===== src/sv/bbtp_pkg.sv =====
`default_nettype none

package bbtp_pkg;

	// tag body and stack sizes
	localparam int MAX_TAG_LEN = 15;
	localparam int STACK_DEPTH = 8;

	localparam int LEN_W  = $clog2(MAX_TAG_LEN + 1);
	localparam int TAG_AW = $clog2(MAX_TAG_LEN);
	localparam int FIDX_W = $clog2(MAX_TAG_LEN + 2);
	localparam int LVL_W  = $clog2(STACK_DEPTH + 1);
	localparam int STK_AW = $clog2(STACK_DEPTH);

	// command queue between front and back
	localparam int Q_DEPTH = 4;
	localparam int Q_AW    = $clog2(Q_DEPTH);
	localparam int Q_CNT_W = $clog2(Q_DEPTH + 1);

	localparam logic [31:0] BASE_RGBA_RST     = 32'hFFFF_FFFF;
	localparam logic [7:0]  ALPHA_OPAQUE      = 8'hFF;
	localparam logic [7:0]  CH_OPEN           = 8'h5B;
	localparam logic [7:0]  CH_CLOSE          = 8'h5D;
	localparam logic [7:0]  CH_SLASH          = 8'h2F;
	localparam logic [7:0]  CH_HASH           = 8'h23;
	localparam logic [7:0]  CH_EQUALS         = 8'h3D;

	// length of a colour tag body and of the colour close tag body
	localparam int COLOR_BODY_LEN = 13;
	localparam int CLOSE_COLOR_LEN = 6;

	typedef enum logic [1:0] {
		FS_TEXT,
		FS_TAG,
		FS_FLUSH,
		FS_MARK
	} front_state_t;

	typedef enum logic [3:0] {
		CMD_LIT,
		CMD_MARK,
		CMD_PUSH_B,
		CMD_PUSH_I,
		CMD_PUSH_S,
		CMD_PUSH_C,
		CMD_POP_B,
		CMD_POP_I,
		CMD_POP_S,
		CMD_POP_C
	} cmd_kind_t;

	typedef enum logic [1:0] {
		STY_BOLD,
		STY_ITALIC,
		STY_STRIKE,
		STY_COLOR
	} style_t;

	// one command from the front to the back
	typedef struct packed {
		cmd_kind_t   kind;
		logic [7:0]  data;
		logic        last;
		logic        done;
		logic [23:0] rgb;
	} cmd_t;

endpackage

`default_nettype wire


===== src/sv/bbtp_queue.sv =====
`default_nettype none

module bbtp_queue
	import bbtp_pkg::*;
(
	input  wire logic clk,
	input  wire logic arst_n,
	input  wire logic push,
	input  cmd_t      push_data,
	output logic      full,
	input  wire logic pop,
	output cmd_t      head,
	output logic      not_empty
);

	cmd_t               entry_q [Q_DEPTH];
	logic [Q_AW-1:0]    wr_ptr_q;
	logic [Q_AW-1:0]    rd_ptr_q;
	logic [Q_CNT_W-1:0] count_q;

	logic do_push;
	logic do_pop;

	// status and head
	always_comb begin
		full      = (count_q == Q_CNT_W'(Q_DEPTH));
		not_empty = (count_q != '0);
		head      = entry_q[rd_ptr_q];
		do_push   = push && !full;
		do_pop    = pop && not_empty;
	end

	// pointers and fill count
	always_ff @(posedge clk or negedge arst_n) begin
		if (!arst_n) begin
			wr_ptr_q <= '0;
			rd_ptr_q <= '0;
			count_q  <= '0;
		end else begin
			if (do_push) begin
				wr_ptr_q <= wr_ptr_q + 1'b1;
			end
			if (do_pop) begin
				rd_ptr_q <= rd_ptr_q + 1'b1;
			end
			case ({do_push, do_pop})
				2'b10:   count_q <= count_q + 1'b1;
				2'b01:   count_q <= count_q - 1'b1;
				default: count_q <= count_q;
			endcase
		end
	end

	// entry storage
	always_ff @(posedge clk) begin
		if (do_push) begin
			entry_q[wr_ptr_q] <= push_data;
		end
	end

endmodule

`default_nettype wire


===== src/sv/bbtp_front.sv =====
`default_nettype none

module bbtp_front
	import bbtp_pkg::*;
(
	input  wire logic       clk,
	input  wire logic       arst_n,
	input  wire logic       text_valid,
	output logic            text_stall,
	input  wire logic [7:0] text_byte,
	input  wire logic       end_of_text,
	output logic            cmd_valid,
	output cmd_t            cmd,
	input  wire logic       q_full
);

	front_state_t      state_q;
	front_state_t      state_d;
	logic [7:0]        tag_buf_q [MAX_TAG_LEN];
	logic [LEN_W-1:0]  len_q;
	logic [FIDX_W-1:0] fidx_q;
	logic [7:0]        trail_q;
	logic              trail_end_q;

	logic              accept;
	logic              buf_we;
	logic              len_clr;
	logic              len_inc;
	logic              fidx_clr;
	logic              fidx_inc;
	logic              trail_ld;
	logic [FIDX_W-1:0] fidx_m1;
	logic              tag_hit;
	cmd_kind_t         tag_kind;
	logic [23:0]       tag_rgb;
	logic              hex_ok;
	logic [4:0]        nib [6];

	// hex character to {valid, value}
	function automatic logic [4:0] hex_nib(input logic [7:0] c);
		logic [4:0] r;
		r = 5'd0;
		if (c >= "0" && c <= "9") begin
			r = {1'b1, 4'(c - 8'h30)};
		end else if (c >= "a" && c <= "f") begin
			r = {1'b1, 4'(c - 8'h57)};
		end else if (c >= "A" && c <= "F") begin
			r = {1'b1, 4'(c - 8'h37)};
		end
		return r;
	endfunction

	// classify the buffered tag body
	always_comb begin
		for (int k = 0; k < 6; k++) begin
			nib[k] = hex_nib(tag_buf_q[7 + k]);
		end
		hex_ok  = nib[0][4] & nib[1][4] & nib[2][4] & nib[3][4] & nib[4][4] & nib[5][4];
		tag_rgb = {nib[0][3:0], nib[1][3:0], nib[2][3:0],
			nib[3][3:0], nib[4][3:0], nib[5][3:0]};
		tag_hit  = 1'b1;
		tag_kind = CMD_PUSH_B;
		if (len_q == LEN_W'(1) && tag_buf_q[0] == "b") begin
			tag_kind = CMD_PUSH_B;
		end else if (len_q == LEN_W'(2) && tag_buf_q[0] == CH_SLASH && tag_buf_q[1] == "b") begin
			tag_kind = CMD_POP_B;
		end else if (len_q == LEN_W'(1) && tag_buf_q[0] == "i") begin
			tag_kind = CMD_PUSH_I;
		end else if (len_q == LEN_W'(2) && tag_buf_q[0] == CH_SLASH && tag_buf_q[1] == "i") begin
			tag_kind = CMD_POP_I;
		end else if (len_q == LEN_W'(1) && tag_buf_q[0] == "s") begin
			tag_kind = CMD_PUSH_S;
		end else if (len_q == LEN_W'(2) && tag_buf_q[0] == CH_SLASH && tag_buf_q[1] == "s") begin
			tag_kind = CMD_POP_S;
		end else if (len_q == LEN_W'(CLOSE_COLOR_LEN) && tag_buf_q[0] == CH_SLASH
				&& tag_buf_q[1] == "c" && tag_buf_q[2] == "o" && tag_buf_q[3] == "l"
				&& tag_buf_q[4] == "o" && tag_buf_q[5] == "r") begin
			tag_kind = CMD_POP_C;
		end else if (len_q == LEN_W'(COLOR_BODY_LEN) && tag_buf_q[0] == "c"
				&& tag_buf_q[1] == "o" && tag_buf_q[2] == "l" && tag_buf_q[3] == "o"
				&& tag_buf_q[4] == "r" && tag_buf_q[5] == CH_EQUALS
				&& tag_buf_q[6] == CH_HASH && hex_ok) begin
			tag_kind = CMD_PUSH_C;
		end else begin
			tag_hit = 1'b0;
		end
	end

	// state register
	always_ff @(posedge clk or negedge arst_n) begin
		if (!arst_n) begin
			state_q <= FS_TEXT;
		end else begin
			state_q <= state_d;
		end
	end

	// next state, commands and input stall
	always_comb begin
		state_d    = state_q;
		text_stall = q_full || state_q == FS_FLUSH || state_q == FS_MARK;
		accept     = text_valid && !text_stall;
		cmd_valid  = 1'b0;
		cmd        = '{kind: CMD_LIT, data: text_byte, last: 1'b1,
			done: end_of_text, rgb: tag_rgb};
		buf_we     = 1'b0;
		len_clr    = 1'b0;
		len_inc    = 1'b0;
		fidx_clr   = 1'b0;
		fidx_inc   = 1'b0;
		trail_ld   = 1'b0;
		fidx_m1    = fidx_q - 1'b1;
		case (state_q)
			FS_TEXT: begin
				if (accept) begin
					if (text_byte == CH_OPEN && !end_of_text) begin
						state_d = FS_TAG;
						len_clr = 1'b1;
					end else begin
						cmd_valid = 1'b1;
					end
				end
			end
			FS_TAG: begin
				if (accept) begin
					if (text_byte == CH_CLOSE && tag_hit) begin
						cmd_valid = 1'b1;
						cmd.kind  = tag_kind;
						cmd.last  = !end_of_text;
						cmd.done  = 1'b0;
						len_clr   = 1'b1;
						state_d   = end_of_text ? FS_MARK : FS_TEXT;
					end else if (text_byte != CH_CLOSE && !end_of_text
							&& len_q < LEN_W'(MAX_TAG_LEN)) begin
						buf_we  = 1'b1;
						len_inc = 1'b1;
					end else begin
						trail_ld = 1'b1;
						fidx_clr = 1'b1;
						state_d  = FS_FLUSH;
					end
				end
			end
			FS_FLUSH: begin
				cmd_valid = 1'b1;
				cmd.last  = 1'b0;
				cmd.done  = 1'b0;
				if (fidx_q == '0) begin
					cmd.data = CH_OPEN;
				end else if (fidx_q <= FIDX_W'(len_q)) begin
					cmd.data = tag_buf_q[fidx_m1[TAG_AW-1:0]];
				end else begin
					cmd.data = trail_q;
					cmd.last = 1'b1;
					cmd.done = trail_end_q;
				end
				if (!q_full) begin
					fidx_inc = 1'b1;
					if (cmd.last) begin
						len_clr = 1'b1;
						state_d = FS_TEXT;
					end
				end
			end
			FS_MARK: begin
				cmd_valid = 1'b1;
				cmd.kind  = CMD_MARK;
				cmd.data  = 8'd0;
				cmd.done  = 1'b1;
				if (!q_full) begin
					state_d = FS_TEXT;
				end
			end
			default: begin
				state_d = FS_TEXT;
			end
		endcase
	end

	// tag length and flush index
	always_ff @(posedge clk or negedge arst_n) begin
		if (!arst_n) begin
			len_q  <= '0;
			fidx_q <= '0;
		end else begin
			if (len_clr) begin
				len_q <= '0;
			end else if (len_inc) begin
				len_q <= len_q + 1'b1;
			end
			if (fidx_clr) begin
				fidx_q <= '0;
			end else if (fidx_inc) begin
				fidx_q <= fidx_q + 1'b1;
			end
		end
	end

	// tag body bytes and the byte that ends a rejected tag
	always_ff @(posedge clk) begin
		if (buf_we) begin
			tag_buf_q[len_q[TAG_AW-1:0]] <= text_byte;
		end
		if (trail_ld) begin
			trail_q     <= text_byte;
			trail_end_q <= end_of_text;
		end
	end

endmodule

`default_nettype wire


===== src/sv/bbtp_back.sv =====
`default_nettype none

module bbtp_back
	import bbtp_pkg::*;
(
	input  wire logic        clk,
	input  wire logic        arst_n,
	input  wire logic        base_rgba_we,
	input  wire logic [31:0] base_rgba,
	input  cmd_t             head,
	input  wire logic        head_valid,
	output logic             head_pop,
	output logic             result_valid,
	input  wire logic        result_stall,
	output logic [7:0]       out_byte,
	output logic             has_byte,
	output logic             bold,
	output logic             italic,
	output logic             strike,
	output logic [31:0]      rgba,
	output logic             new_run,
	output logic             stack_overflowed,
	output logic             last_of_step,
	output logic             text_done
);

	logic [31:0]      base_rgba_q;
	logic             bold_q;
	logic             italic_q;
	logic             strike_q;
	logic [31:0]      color_q;
	logic [LVL_W-1:0] levels_q [4];
	logic             bold_stk_q [STACK_DEPTH];
	logic             italic_stk_q [STACK_DEPTH];
	logic             strike_stk_q [STACK_DEPTH];
	logic [31:0]      color_stk_q [STACK_DEPTH];
	logic             break_q;
	logic             ovf_q;
	logic             result_valid_q;

	logic             needs_out;
	logic             is_push;
	logic             is_pop;
	style_t           sty;
	logic [LVL_W-1:0] lv;
	logic [LVL_W-1:0] lv_dec;
	logic             stk_full;
	logic             stk_empty;
	logic [STK_AW-1:0] wr_idx;
	logic [STK_AW-1:0] rd_idx;
	logic             clear;

	// decode the command at the head of the queue
	always_comb begin
		needs_out = 1'b0;
		is_push   = 1'b0;
		is_pop    = 1'b0;
		sty       = STY_BOLD;
		case (head.kind)
			CMD_LIT:    needs_out = 1'b1;
			CMD_MARK:   needs_out = 1'b1;
			CMD_PUSH_B: begin is_push = 1'b1; sty = STY_BOLD;   end
			CMD_PUSH_I: begin is_push = 1'b1; sty = STY_ITALIC; end
			CMD_PUSH_S: begin is_push = 1'b1; sty = STY_STRIKE; end
			CMD_PUSH_C: begin is_push = 1'b1; sty = STY_COLOR;  end
			CMD_POP_B:  begin is_pop = 1'b1;  sty = STY_BOLD;   end
			CMD_POP_I:  begin is_pop = 1'b1;  sty = STY_ITALIC; end
			CMD_POP_S:  begin is_pop = 1'b1;  sty = STY_STRIKE; end
			CMD_POP_C:  begin is_pop = 1'b1;  sty = STY_COLOR;  end
			default:    needs_out = 1'b0;
		endcase
		lv        = levels_q[sty];
		lv_dec    = lv - 1'b1;
		stk_full  = (lv >= LVL_W'(STACK_DEPTH));
		stk_empty = (lv == '0);
		wr_idx    = lv[STK_AW-1:0];
		rd_idx    = lv_dec[STK_AW-1:0];
		head_pop  = head_valid && (!needs_out || !result_valid_q || !result_stall);
		clear     = head_pop && needs_out && head.done;
	end

	// style state and the saved-style stacks
	always_ff @(posedge clk or negedge arst_n) begin
		if (!arst_n) begin
			base_rgba_q <= BASE_RGBA_RST;
			bold_q      <= 1'b0;
			italic_q    <= 1'b0;
			strike_q    <= 1'b0;
			color_q     <= BASE_RGBA_RST;
			for (int s = 0; s < 4; s++) begin
				levels_q[s] <= LVL_W'(1);
			end
			for (int e = 0; e < STACK_DEPTH; e++) begin
				bold_stk_q[e]   <= 1'b0;
				italic_stk_q[e] <= 1'b0;
				strike_stk_q[e] <= 1'b0;
				color_stk_q[e]  <= BASE_RGBA_RST;
			end
			break_q <= 1'b1;
			ovf_q   <= 1'b0;
		end else begin
			if (clear) begin
				// end of text: back to the reset style
				bold_q   <= 1'b0;
				italic_q <= 1'b0;
				strike_q <= 1'b0;
				color_q  <= base_rgba_q;
				for (int s = 0; s < 4; s++) begin
					levels_q[s] <= LVL_W'(1);
				end
				bold_stk_q[0]   <= 1'b0;
				italic_stk_q[0] <= 1'b0;
				strike_stk_q[0] <= 1'b0;
				color_stk_q[0]  <= base_rgba_q;
				break_q <= 1'b1;
				ovf_q   <= 1'b0;
			end else if (head_pop) begin
				if (head.kind == CMD_LIT) begin
					break_q <= 1'b0;
				end
				if (is_push) begin
					break_q <= 1'b1;
					if (stk_full) begin
						ovf_q <= 1'b1;
					end else begin
						levels_q[sty] <= lv + 1'b1;
						case (sty)
							STY_BOLD: begin
								bold_stk_q[wr_idx] <= bold_q;
								bold_q <= 1'b1;
							end
							STY_ITALIC: begin
								italic_stk_q[wr_idx] <= italic_q;
								italic_q <= 1'b1;
							end
							STY_STRIKE: begin
								strike_stk_q[wr_idx] <= strike_q;
								strike_q <= 1'b1;
							end
							default: begin
								color_stk_q[wr_idx] <= color_q;
								color_q <= {head.rgb, ALPHA_OPAQUE};
							end
						endcase
					end
				end
				if (is_pop) begin
					break_q <= 1'b1;
					if (!stk_empty) begin
						levels_q[sty] <= lv_dec;
						case (sty)
							STY_BOLD:   bold_q   <= bold_stk_q[rd_idx];
							STY_ITALIC: italic_q <= italic_stk_q[rd_idx];
							STY_STRIKE: strike_q <= strike_stk_q[rd_idx];
							default:    color_q  <= color_stk_q[rd_idx];
						endcase
					end
				end
			end
			// register write; the user must write only while idle, the block does not enforce it
			if (base_rgba_we) begin
				base_rgba_q    <= base_rgba;
				color_stk_q[0] <= base_rgba;
				if (levels_q[STY_COLOR] <= LVL_W'(1)) begin
					color_q <= base_rgba;
				end
			end
		end
	end

	// output register valid
	always_ff @(posedge clk or negedge arst_n) begin
		if (!arst_n) begin
			result_valid_q <= 1'b0;
		end else if (head_pop && needs_out) begin
			result_valid_q <= 1'b1;
		end else if (!result_stall) begin
			result_valid_q <= 1'b0;
		end
	end

	// output register payload
	always_ff @(posedge clk) begin
		if (head_pop && needs_out) begin
			out_byte         <= (head.kind == CMD_LIT) ? head.data : 8'd0;
			has_byte         <= (head.kind == CMD_LIT);
			bold             <= bold_q;
			italic           <= italic_q;
			strike           <= strike_q;
			rgba             <= color_q;
			new_run          <= (head.kind == CMD_LIT) && break_q;
			stack_overflowed <= ovf_q;
			last_of_step     <= head.last;
			text_done        <= head.done;
		end
	end

	assign result_valid = result_valid_q;

endmodule

`default_nettype wire


===== src/sv/bbcode_style_tag_parser.sv =====
// channel   | handshake                  | payload
// ----------+----------------------------+--------------------------------------------
// text in   | text_valid / text_stall    | text_byte, end_of_text
// result    | result_valid / result_stall| out_byte, has_byte, bold, italic, strike,
//           |                            | rgba, new_run, stack_overflowed,
//           |                            | last_of_step, text_done
// config    | base_rgba_we               | base_rgba
//
// plain text and tag body bytes are accepted one per cycle while text_stall is low; a
// literal passes through a command queue entry and then the output register.
// a rejected or overlong tag with n body bytes flushes as n+2 literals, one per cycle while
// the queue has room, and the front stalls text input; a tag closed on the final byte adds an end marker.
// the four-entry command queue lets the front keep scanning while result_stall holds the back.
// arst_n clears all control state; the style stacks come up at their base entries.
`default_nettype none

module bbcode_style_tag_parser
	import bbtp_pkg::*;
(
	input  wire logic        clk,
	input  wire logic        arst_n,
	input  wire logic        base_rgba_we,
	input  wire logic [31:0] base_rgba,
	input  wire logic        text_valid,
	output logic             text_stall,
	input  wire logic [7:0]  text_byte,
	input  wire logic        end_of_text,
	output logic             result_valid,
	input  wire logic        result_stall,
	output logic [7:0]       out_byte,
	output logic             has_byte,
	output logic             bold,
	output logic             italic,
	output logic             strike,
	output logic [31:0]      rgba,
	output logic             new_run,
	output logic             stack_overflowed,
	output logic             last_of_step,
	output logic             text_done
);

	cmd_t front_cmd;
	logic front_cmd_valid;
	logic q_full;
	cmd_t q_head;
	logic q_not_empty;
	logic q_pop;

	// scanner and tag classifier
	bbtp_front u_front (
		.clk         (clk),
		.arst_n      (arst_n),
		.text_valid  (text_valid),
		.text_stall  (text_stall),
		.text_byte   (text_byte),
		.end_of_text (end_of_text),
		.cmd_valid   (front_cmd_valid),
		.cmd         (front_cmd),
		.q_full      (q_full)
	);

	// command queue
	bbtp_queue u_queue (
		.clk       (clk),
		.arst_n    (arst_n),
		.push      (front_cmd_valid),
		.push_data (front_cmd),
		.full      (q_full),
		.pop       (q_pop),
		.head      (q_head),
		.not_empty (q_not_empty)
	);

	// style engine and output register
	bbtp_back u_back (
		.clk              (clk),
		.arst_n           (arst_n),
		.base_rgba_we     (base_rgba_we),
		.base_rgba        (base_rgba),
		.head             (q_head),
		.head_valid       (q_not_empty),
		.head_pop         (q_pop),
		.result_valid     (result_valid),
		.result_stall     (result_stall),
		.out_byte         (out_byte),
		.has_byte         (has_byte),
		.bold             (bold),
		.italic           (italic),
		.strike           (strike),
		.rgba             (rgba),
		.new_run          (new_run),
		.stack_overflowed (stack_overflowed),
		.last_of_step     (last_of_step),
		.text_done        (text_done)
	);

endmodule

`default_nettype wire


===== config.mk =====
export PLATFORM = sky130hd
export DESIGN_NAME = bbcode_style_tag_parser
export DESIGN_NICKNAME = d
export VERILOG_FILES = /design/src/sv/bbtp_pkg.sv /design/src/sv/bbtp_queue.sv /design/src/sv/bbtp_front.sv /design/src/sv/bbtp_back.sv /design/src/sv/bbcode_style_tag_parser.sv
export SDC_FILE = /design/constraint.sdc
export NUM_CORES = 1
export LEC_CHECK = 0
export BUFFER_PORTS_ARGS = -buffer_cell sky130_fd_sc_hd__buf_2
export CAP_MARGIN = 10
export CORE_MARGIN = 2
export CORE_UTILIZATION = 53
export CTS_CLUSTER_SIZE = 16
export DETAILED_ROUTE_END_ITERATION = 8
export PLACE_DENSITY_LB_ADDON = 0.15
export SKIP_CTS_REPAIR_TIMING = 1
export SYNTH_ARGS = -nofsm -noshare
export SYNTH_HDL_FRONTEND = slang
export SYNTH_SLANG_ARGS = --single-unit

===== constraint.sdc =====
create_clock -name clk -period 5.65 [get_ports clk]
set_input_delay 0.2825 -clock clk [delete_from_list [all_inputs] [get_ports clk]]
set_output_delay 0.2825 -clock clk [all_outputs]
set_load 0.1 [all_outputs]

==> impl_metrics.yaml, run 1 <==
place:
  place_congestion: 0.8860
  placed_cell_area_sq_mm: 0.03510
  dpl.hpwl_um: 54760
  port-buffer-count: 95
  place_ws_ns: 0.3823
  placed_cells: 3221
synthesis:
  yosysSeqAreaShare_pct: 59.93
  synth.yosys.warnings: 0
  syn-cell-area_sq_mm: 0.03360
  synth_edf_count: 337
  syn_area_per_cell_sq_um: 14.24
  ys.flop_type: "edfxtp_1"
  synth_cell_types: 89
  synthCells: 2359
  synth-async-reset-ratio_pct: 53.26
  ys_ff_latch: 721
finish:
  stdcell_count: 3395
  insertedDiodeCount: 0
  areaGrowthSynthToFinish_pct: 12.85
  nets: 2581
  nFillCells: 4815
  final_area_sq_mm: 0.03791
  drive_above_1_share_pct: 38.76
  final_common_cell: "edfxtp_1"
  finish.utilization_pct: 60.32
  mostFrequentLayoutCells: "edfxtp_1 (337), dfstp_2 (325), mux2_2 (174)"
drt:
  routed-via-count: 21347
  wire_per_inst_um: 25.86
  routed_wl_um: 87790
  drtAntennaViolNets: 0
  drt_first_pass_iters: 6
  vias_per_cell: 6.288
  route.detailed.drc: 0
  drt-initial-drc-count: 1996
floorplan:
  initial_core_util_pct: 53.45
  rows: 92
  fp.dieH_um: 255.8
  io-pin-count: 96
  fp.dieW_um: 255.8
  die_area_sq_mm: 0.06542
  core_area_sq_mm: 0.06285
worst_setup_path:
  r2r-start: "u_front.tag_buf_q[12][1]"
  end_kind: "flop"
  startpoint: "u_front.tag_buf_q[12][1]"
  reg2reg_depth: 10
  r2r_setup_slack_ns: 0.41
  crit_top_cell: "inv_1"
  critPathSlowestCell: "nor4_1"
  cp.required_ns: 5.88
  worstSetupPathType: "reg -> reg"
  max_stage_delay_ns: 0.93
  cp_max_fo: 38
  timing.rr.end: "u_queue.entry_q[2][22]"
  cp-start-kind: "flop"
  arrival_ns: 5.47
  crit_chain: "inv_1 -> ha_1 -> o21bai_1 -> a2111oi_0 -> inv_1 -> a221o_1 -> nor4_1 -> o311a_1 -> o211a_1 -> and2_2"
  crit_path_end: "u_queue.entry_q[2][22]"
power:
  power_density_mw_per_mm2: 677.6
  vdd_drop_max_uv: 1083
  power_mw: 25.69
  p_leak_nw: 14.56
sta:
  finalHoldViolCount: 0
  finalCritPeriodShare_pct: 92.75
  slew_headroom_pct: 15.12
  rsz0062_at_grt: "no"
  finalWorstSetupSlack_ns: 0.4098
  tightest_slew_ns: 1.271
  finalCriticalPeriod_ns: 5.240
  hold_ws_ns: 0.05516
  setup_violations: 0
  finClkSkew_ns: 0.01873
  clock.fmax_ghz: 0.1908
  slew_viol_final: 0
  fin_tns_setup_ns: 0
cts:
  clock-sinks: 721
  cts_tree: "yes"
  cts_made_buffers: 77
  cts_root_buf: "clkbuf_16"
  htreeDepth: 3
  clock_latency_ns: 0.62
  path_clk_slew_ns: 0.06
  cts_buffer_depth: 3
status:
  status: "finished clean"
grt:
  grt_overflow: 0
  grt_start_max_net_pins: 139
  antenna_found_initial: 2
  track_usage_pct: 26.91
  grt_pass1_vias: 21809
  grt_pass1_wl_um: 135400
run:
  maxCapViolations: 0
hold_path:
  hold_class: "in -> reg"
flip-flops by register name, indices dropped and copies added (netlist names), 16 cells and up:
name,flops
u_front.tag_buf_q,128
u_back.color_stk_q,256
u_queue.entry_q,152
u_back.base_rgba_q,32
u_back.levels_q,16
u_back.color_q,32
u_back.rgba,32
cells in the mapped netlist (24+ instances only):
cell type,number,share of area [%]
inv_1,58,0.65
mux4_2,84,5.6
o221ai_1,85,2.2
mux2_4,90,4.0
a21oi_1,85,1.3
mux2_2,174,5.8
or3_1,35,0.65
o22ai_1,37,0.69
edfxtp_1,337,30
buf_2,34,0.51
and2_1,40,0.74
dfstp_2,325,25
nor2_1,118,1.3
o21ai_0,63,0.94
mux2i_1,83,2.5
ha_1,46,1.7
nand2_1,151,1.7
clkbuf_1,72,0.80
a22oi_1,24,0.54
dfrtp_1,59,4.4
nand3_1,28,0.42
layer usage:
metal,part of all wire [%],vias up,track usage (%)
met5,0.015,-,0
met4,2.7,2,8.008
met3,5.2,181,4.130
met2,50,748,45.10
met1,42,11114,36.51
li1,-,9302,-
logic make-up (layout without fill, tap and decap cells):
family	count (synthesis)	in the layout	share of synthesized area, %
buf+inv	197	380	2.596
compound gates	430	430	9.240
mux	441	441	18.29
other cells	1	8	0.01116
flops	721	721	59.93
simple gates	501	501	7.605
xor+xnor	21	21	0.5474
fa+ha+maj	47	47	1.773
worst min-delay path by stage:
stage	from	to	slack, ns	cells after the start
3_5_place_dp	arst_n	u_back.italic_stk_q[7]	0.33	1
5_1_grt	result_stall	u_back.result_valid	0.05	3
2_1_floorplan	arst_n	u_back.bold_q	-0.01	0
3_3_place_gp	arst_n	u_back.italic_stk_q[5]	0.35	1
6_report	result_stall	u_back.result_valid	0.06	3
4_1_cts	arst_n	u_back.italic_stk_q[7]	-0.32	1
worst max-delay path: cells and delay by family, from the launching register on:
| kind | cells | cell delay, ns |
|---|---|---|
| fa+ha+maj | 1 | 0.19 |
| buf+inv | 2 | 0.43 |
| flops | 1 | 0.50 |
| simple gates | 2 | 1.84 |
| compound gates | 5 | 1.85 |
area by class of cell:
cell class	count	area (sq um)	share of cell area (%)
Sequential cell	721	20140	53.12
Multi-Input combinational cell	1448	12700	33.51
Clock buffer	108	2155	5.683
Timing Repair Buffer	178	1306	3.445
Tap cell	846	1059	2.792
Clock inverter	32	319.1	0.8415
Inverter	62	232.7	0.6138
report_power, final:
group | total, mW | internal [mW] | switching (mW)
clock | 4.96 | 2.90 | 2.06
combinational | 11.9 | 4.49 | 7.37
sequential | 8.87 | 7.78 | 1.09
Note: power is estimated with default switching activity, not from simulation.
==> inputs of run 2 (changes only) <==
RECOVER_POWER = 100   (was default)
==> impl_metrics.yaml, run 2 (synthesis gave the netlist of run 1 again) <==
sta:
  finalCritPeriodShare_pct: 94.78
  clock.fmax_ghz: 0.1867
  rsz0062_at_grt: "no"
  slew_headroom_pct: -218.1
  fin_tns_setup_ns: 0
  tightest_slew_ns: 4.771
  slew_viol_final: 157
  setup_violations: 0
  finalHoldViolCount: 0
  finalCriticalPeriod_ns: 5.355
  finClkSkew_ns: 0.02033
finish:
  mostFrequentLayoutCells: "edfxtp_1 (337), dfstp_2 (290), mux2_2 (170)"
  areaGrowthSynthToFinish_pct: 11.25
  final_common_cell: "edfxtp_1"
  insertedDiodeCount: 0
  nets: 2581
  regMostFlops: "u_back.color_stk_q"
  drive_above_1_share_pct: 30.80
  largest_reg_flops: 256
power:
  p_leak_nw: 14.06
  power_mw: 25.31
  vdd_drop_max_uv: 1073
  power_density_mw_per_mm2: 677.2
cts:
  cts_made_buffers: 77
  path_clk_slew_ns: 0.06
  cts_tree: "yes"
  clock-sinks: 721
  htreeDepth: 3
  clock_latency_ns: 0.63
  cts_root_buf: "clkbuf_16"
  cts_buffer_depth: 3
place:
  port-buffer-count: 95
  dpl.hpwl_um: 54760
  place_congestion: 0.8860
floorplan:
  core_area_sq_mm: 0.06285
  fp.dieH_um: 255.8
  rows: 92
  die_area_sq_mm: 0.06542
  fp.dieW_um: 255.8
  initial_core_util_pct: 53.45
  io-pin-count: 96
drt:
  drt-initial-drc-count: 1872
  drt_first_pass_iters: 5
  wire_per_inst_um: 25.80
  routed-via-count: 21237
  drtAntennaViolNets: 0
  vias_per_cell: 6.255
  routed_wl_um: 87590
  route.detailed.drc: 0
worst_setup_path:
  reg2reg_depth: 8
  worstSetupPathType: "reg -> reg"
  end_kind: "flop"
  cp.required_ns: 6.19
  r2r_setup_slack_ns: 0.30
  crit_path_end: "u_back.color_stk_q[56]"
  arrival_ns: 5.90
  timing.rr.end: "u_back.color_stk_q[56]"
  cp-start-kind: "flop"
  r2r-start: "u_queue.rd_ptr_q[1]"
  cp_max_fo: 25
  startpoint: "u_queue.rd_ptr_q[1]"
grt:
  grt_pass1_vias: 21809
  grt_overflow: 0
  antenna_found_initial: 2
  grt_pass1_wl_um: 135400
  track_usage_pct: 26.91
  grt_start_max_net_pins: 139
status:
  violations: "max-capacitance violations, max-slew violations"
  status: "finished, violations left"
run:
  maxCapViolations: 3
hold_path:
  hold_class: "in -> reg"
-- run 2: power by group --
part	switching, mW	internal, mW	total, mW
Combinational	7.30	4.24	11.5
Clock	2.06	2.90	4.95
Sequential	1.07	7.74	8.81
Total	10.4	14.9	25.3
-- run 2: final cells by class --
cell class | instances | area, sq um
inverters | 62 | 232.7
fillers | 4970 | 25480
multi-input cells | 1448 | 12330
flip-flops and latches | 721 | 20140
repair buffers | 178 | 1139
clock buffers | 108 | 2155
clock inverters | 32 | 319.1
well taps | 846 | 1059
-- run 2: metal layers --
layer  vias to the layer above  global-route usage (%)  routed length (um)  share of wire, %
met3                       195                   4.130                4805               5.5
met2                       769                   45.10               43560                50
met1                     10964                   36.51               36720                42
met5                         -                       0                  13             0.015
li1                       9307                       -                   -                 -
met4                         2                   8.008                2489               2.8
-- run 2: worst min-delay path by stage --
stage / cells after the start / slack (ns) / end / start
after CTS: 1 / -0.32 / u_back.italic_stk_q[7] / arst_n
after floorplan: 0 / -0.01 / u_back.bold_q / arst_n
after detailed placement: 1 / 0.33 / u_back.italic_stk_q[7] / arst_n
final: 3 / 0.03 / u_back.result_valid / result_stall
after global routing: 3 / 0.03 / u_back.result_valid / result_stall
after global placement: 1 / 0.35 / u_back.italic_stk_q[5] / arst_n
-- run 2: worst max-delay path: stages, from the launching register on --
cell and delay, ns:
dfrtp_2 0.69, mux4_2 0.47, or3_1 0.39, o21ai_0 0.18, clkbuf_1 0.56, or3_1 0.71, nor2_1 1.09, clkbuf_4 0.72
mux2_2 0.40
-- run 2: through the flow --
step | setup slack (ns) | instance area, sq um | util [%] | cells | hold WS [ns]
6_report | 0.2951 | 37370 | 59.47 | 3395 | 0.02754
5_1_grt | 0.03539 | 37370 | 59.47 | 3395 | 0.02621
4_1_cts | 0.3624 | 37570 | 59.78 | 3361 | -0.3227
3_5_place_dp | 0.3823 | 35100 | 55.85 | 3221 | 0.3328
3_3_place_gp | 0.4467 | 35100 | 55.85 | 3221 | 0.3450
2_1_floorplan | 1.249 | 33620 | - | 2366 | -0.01309
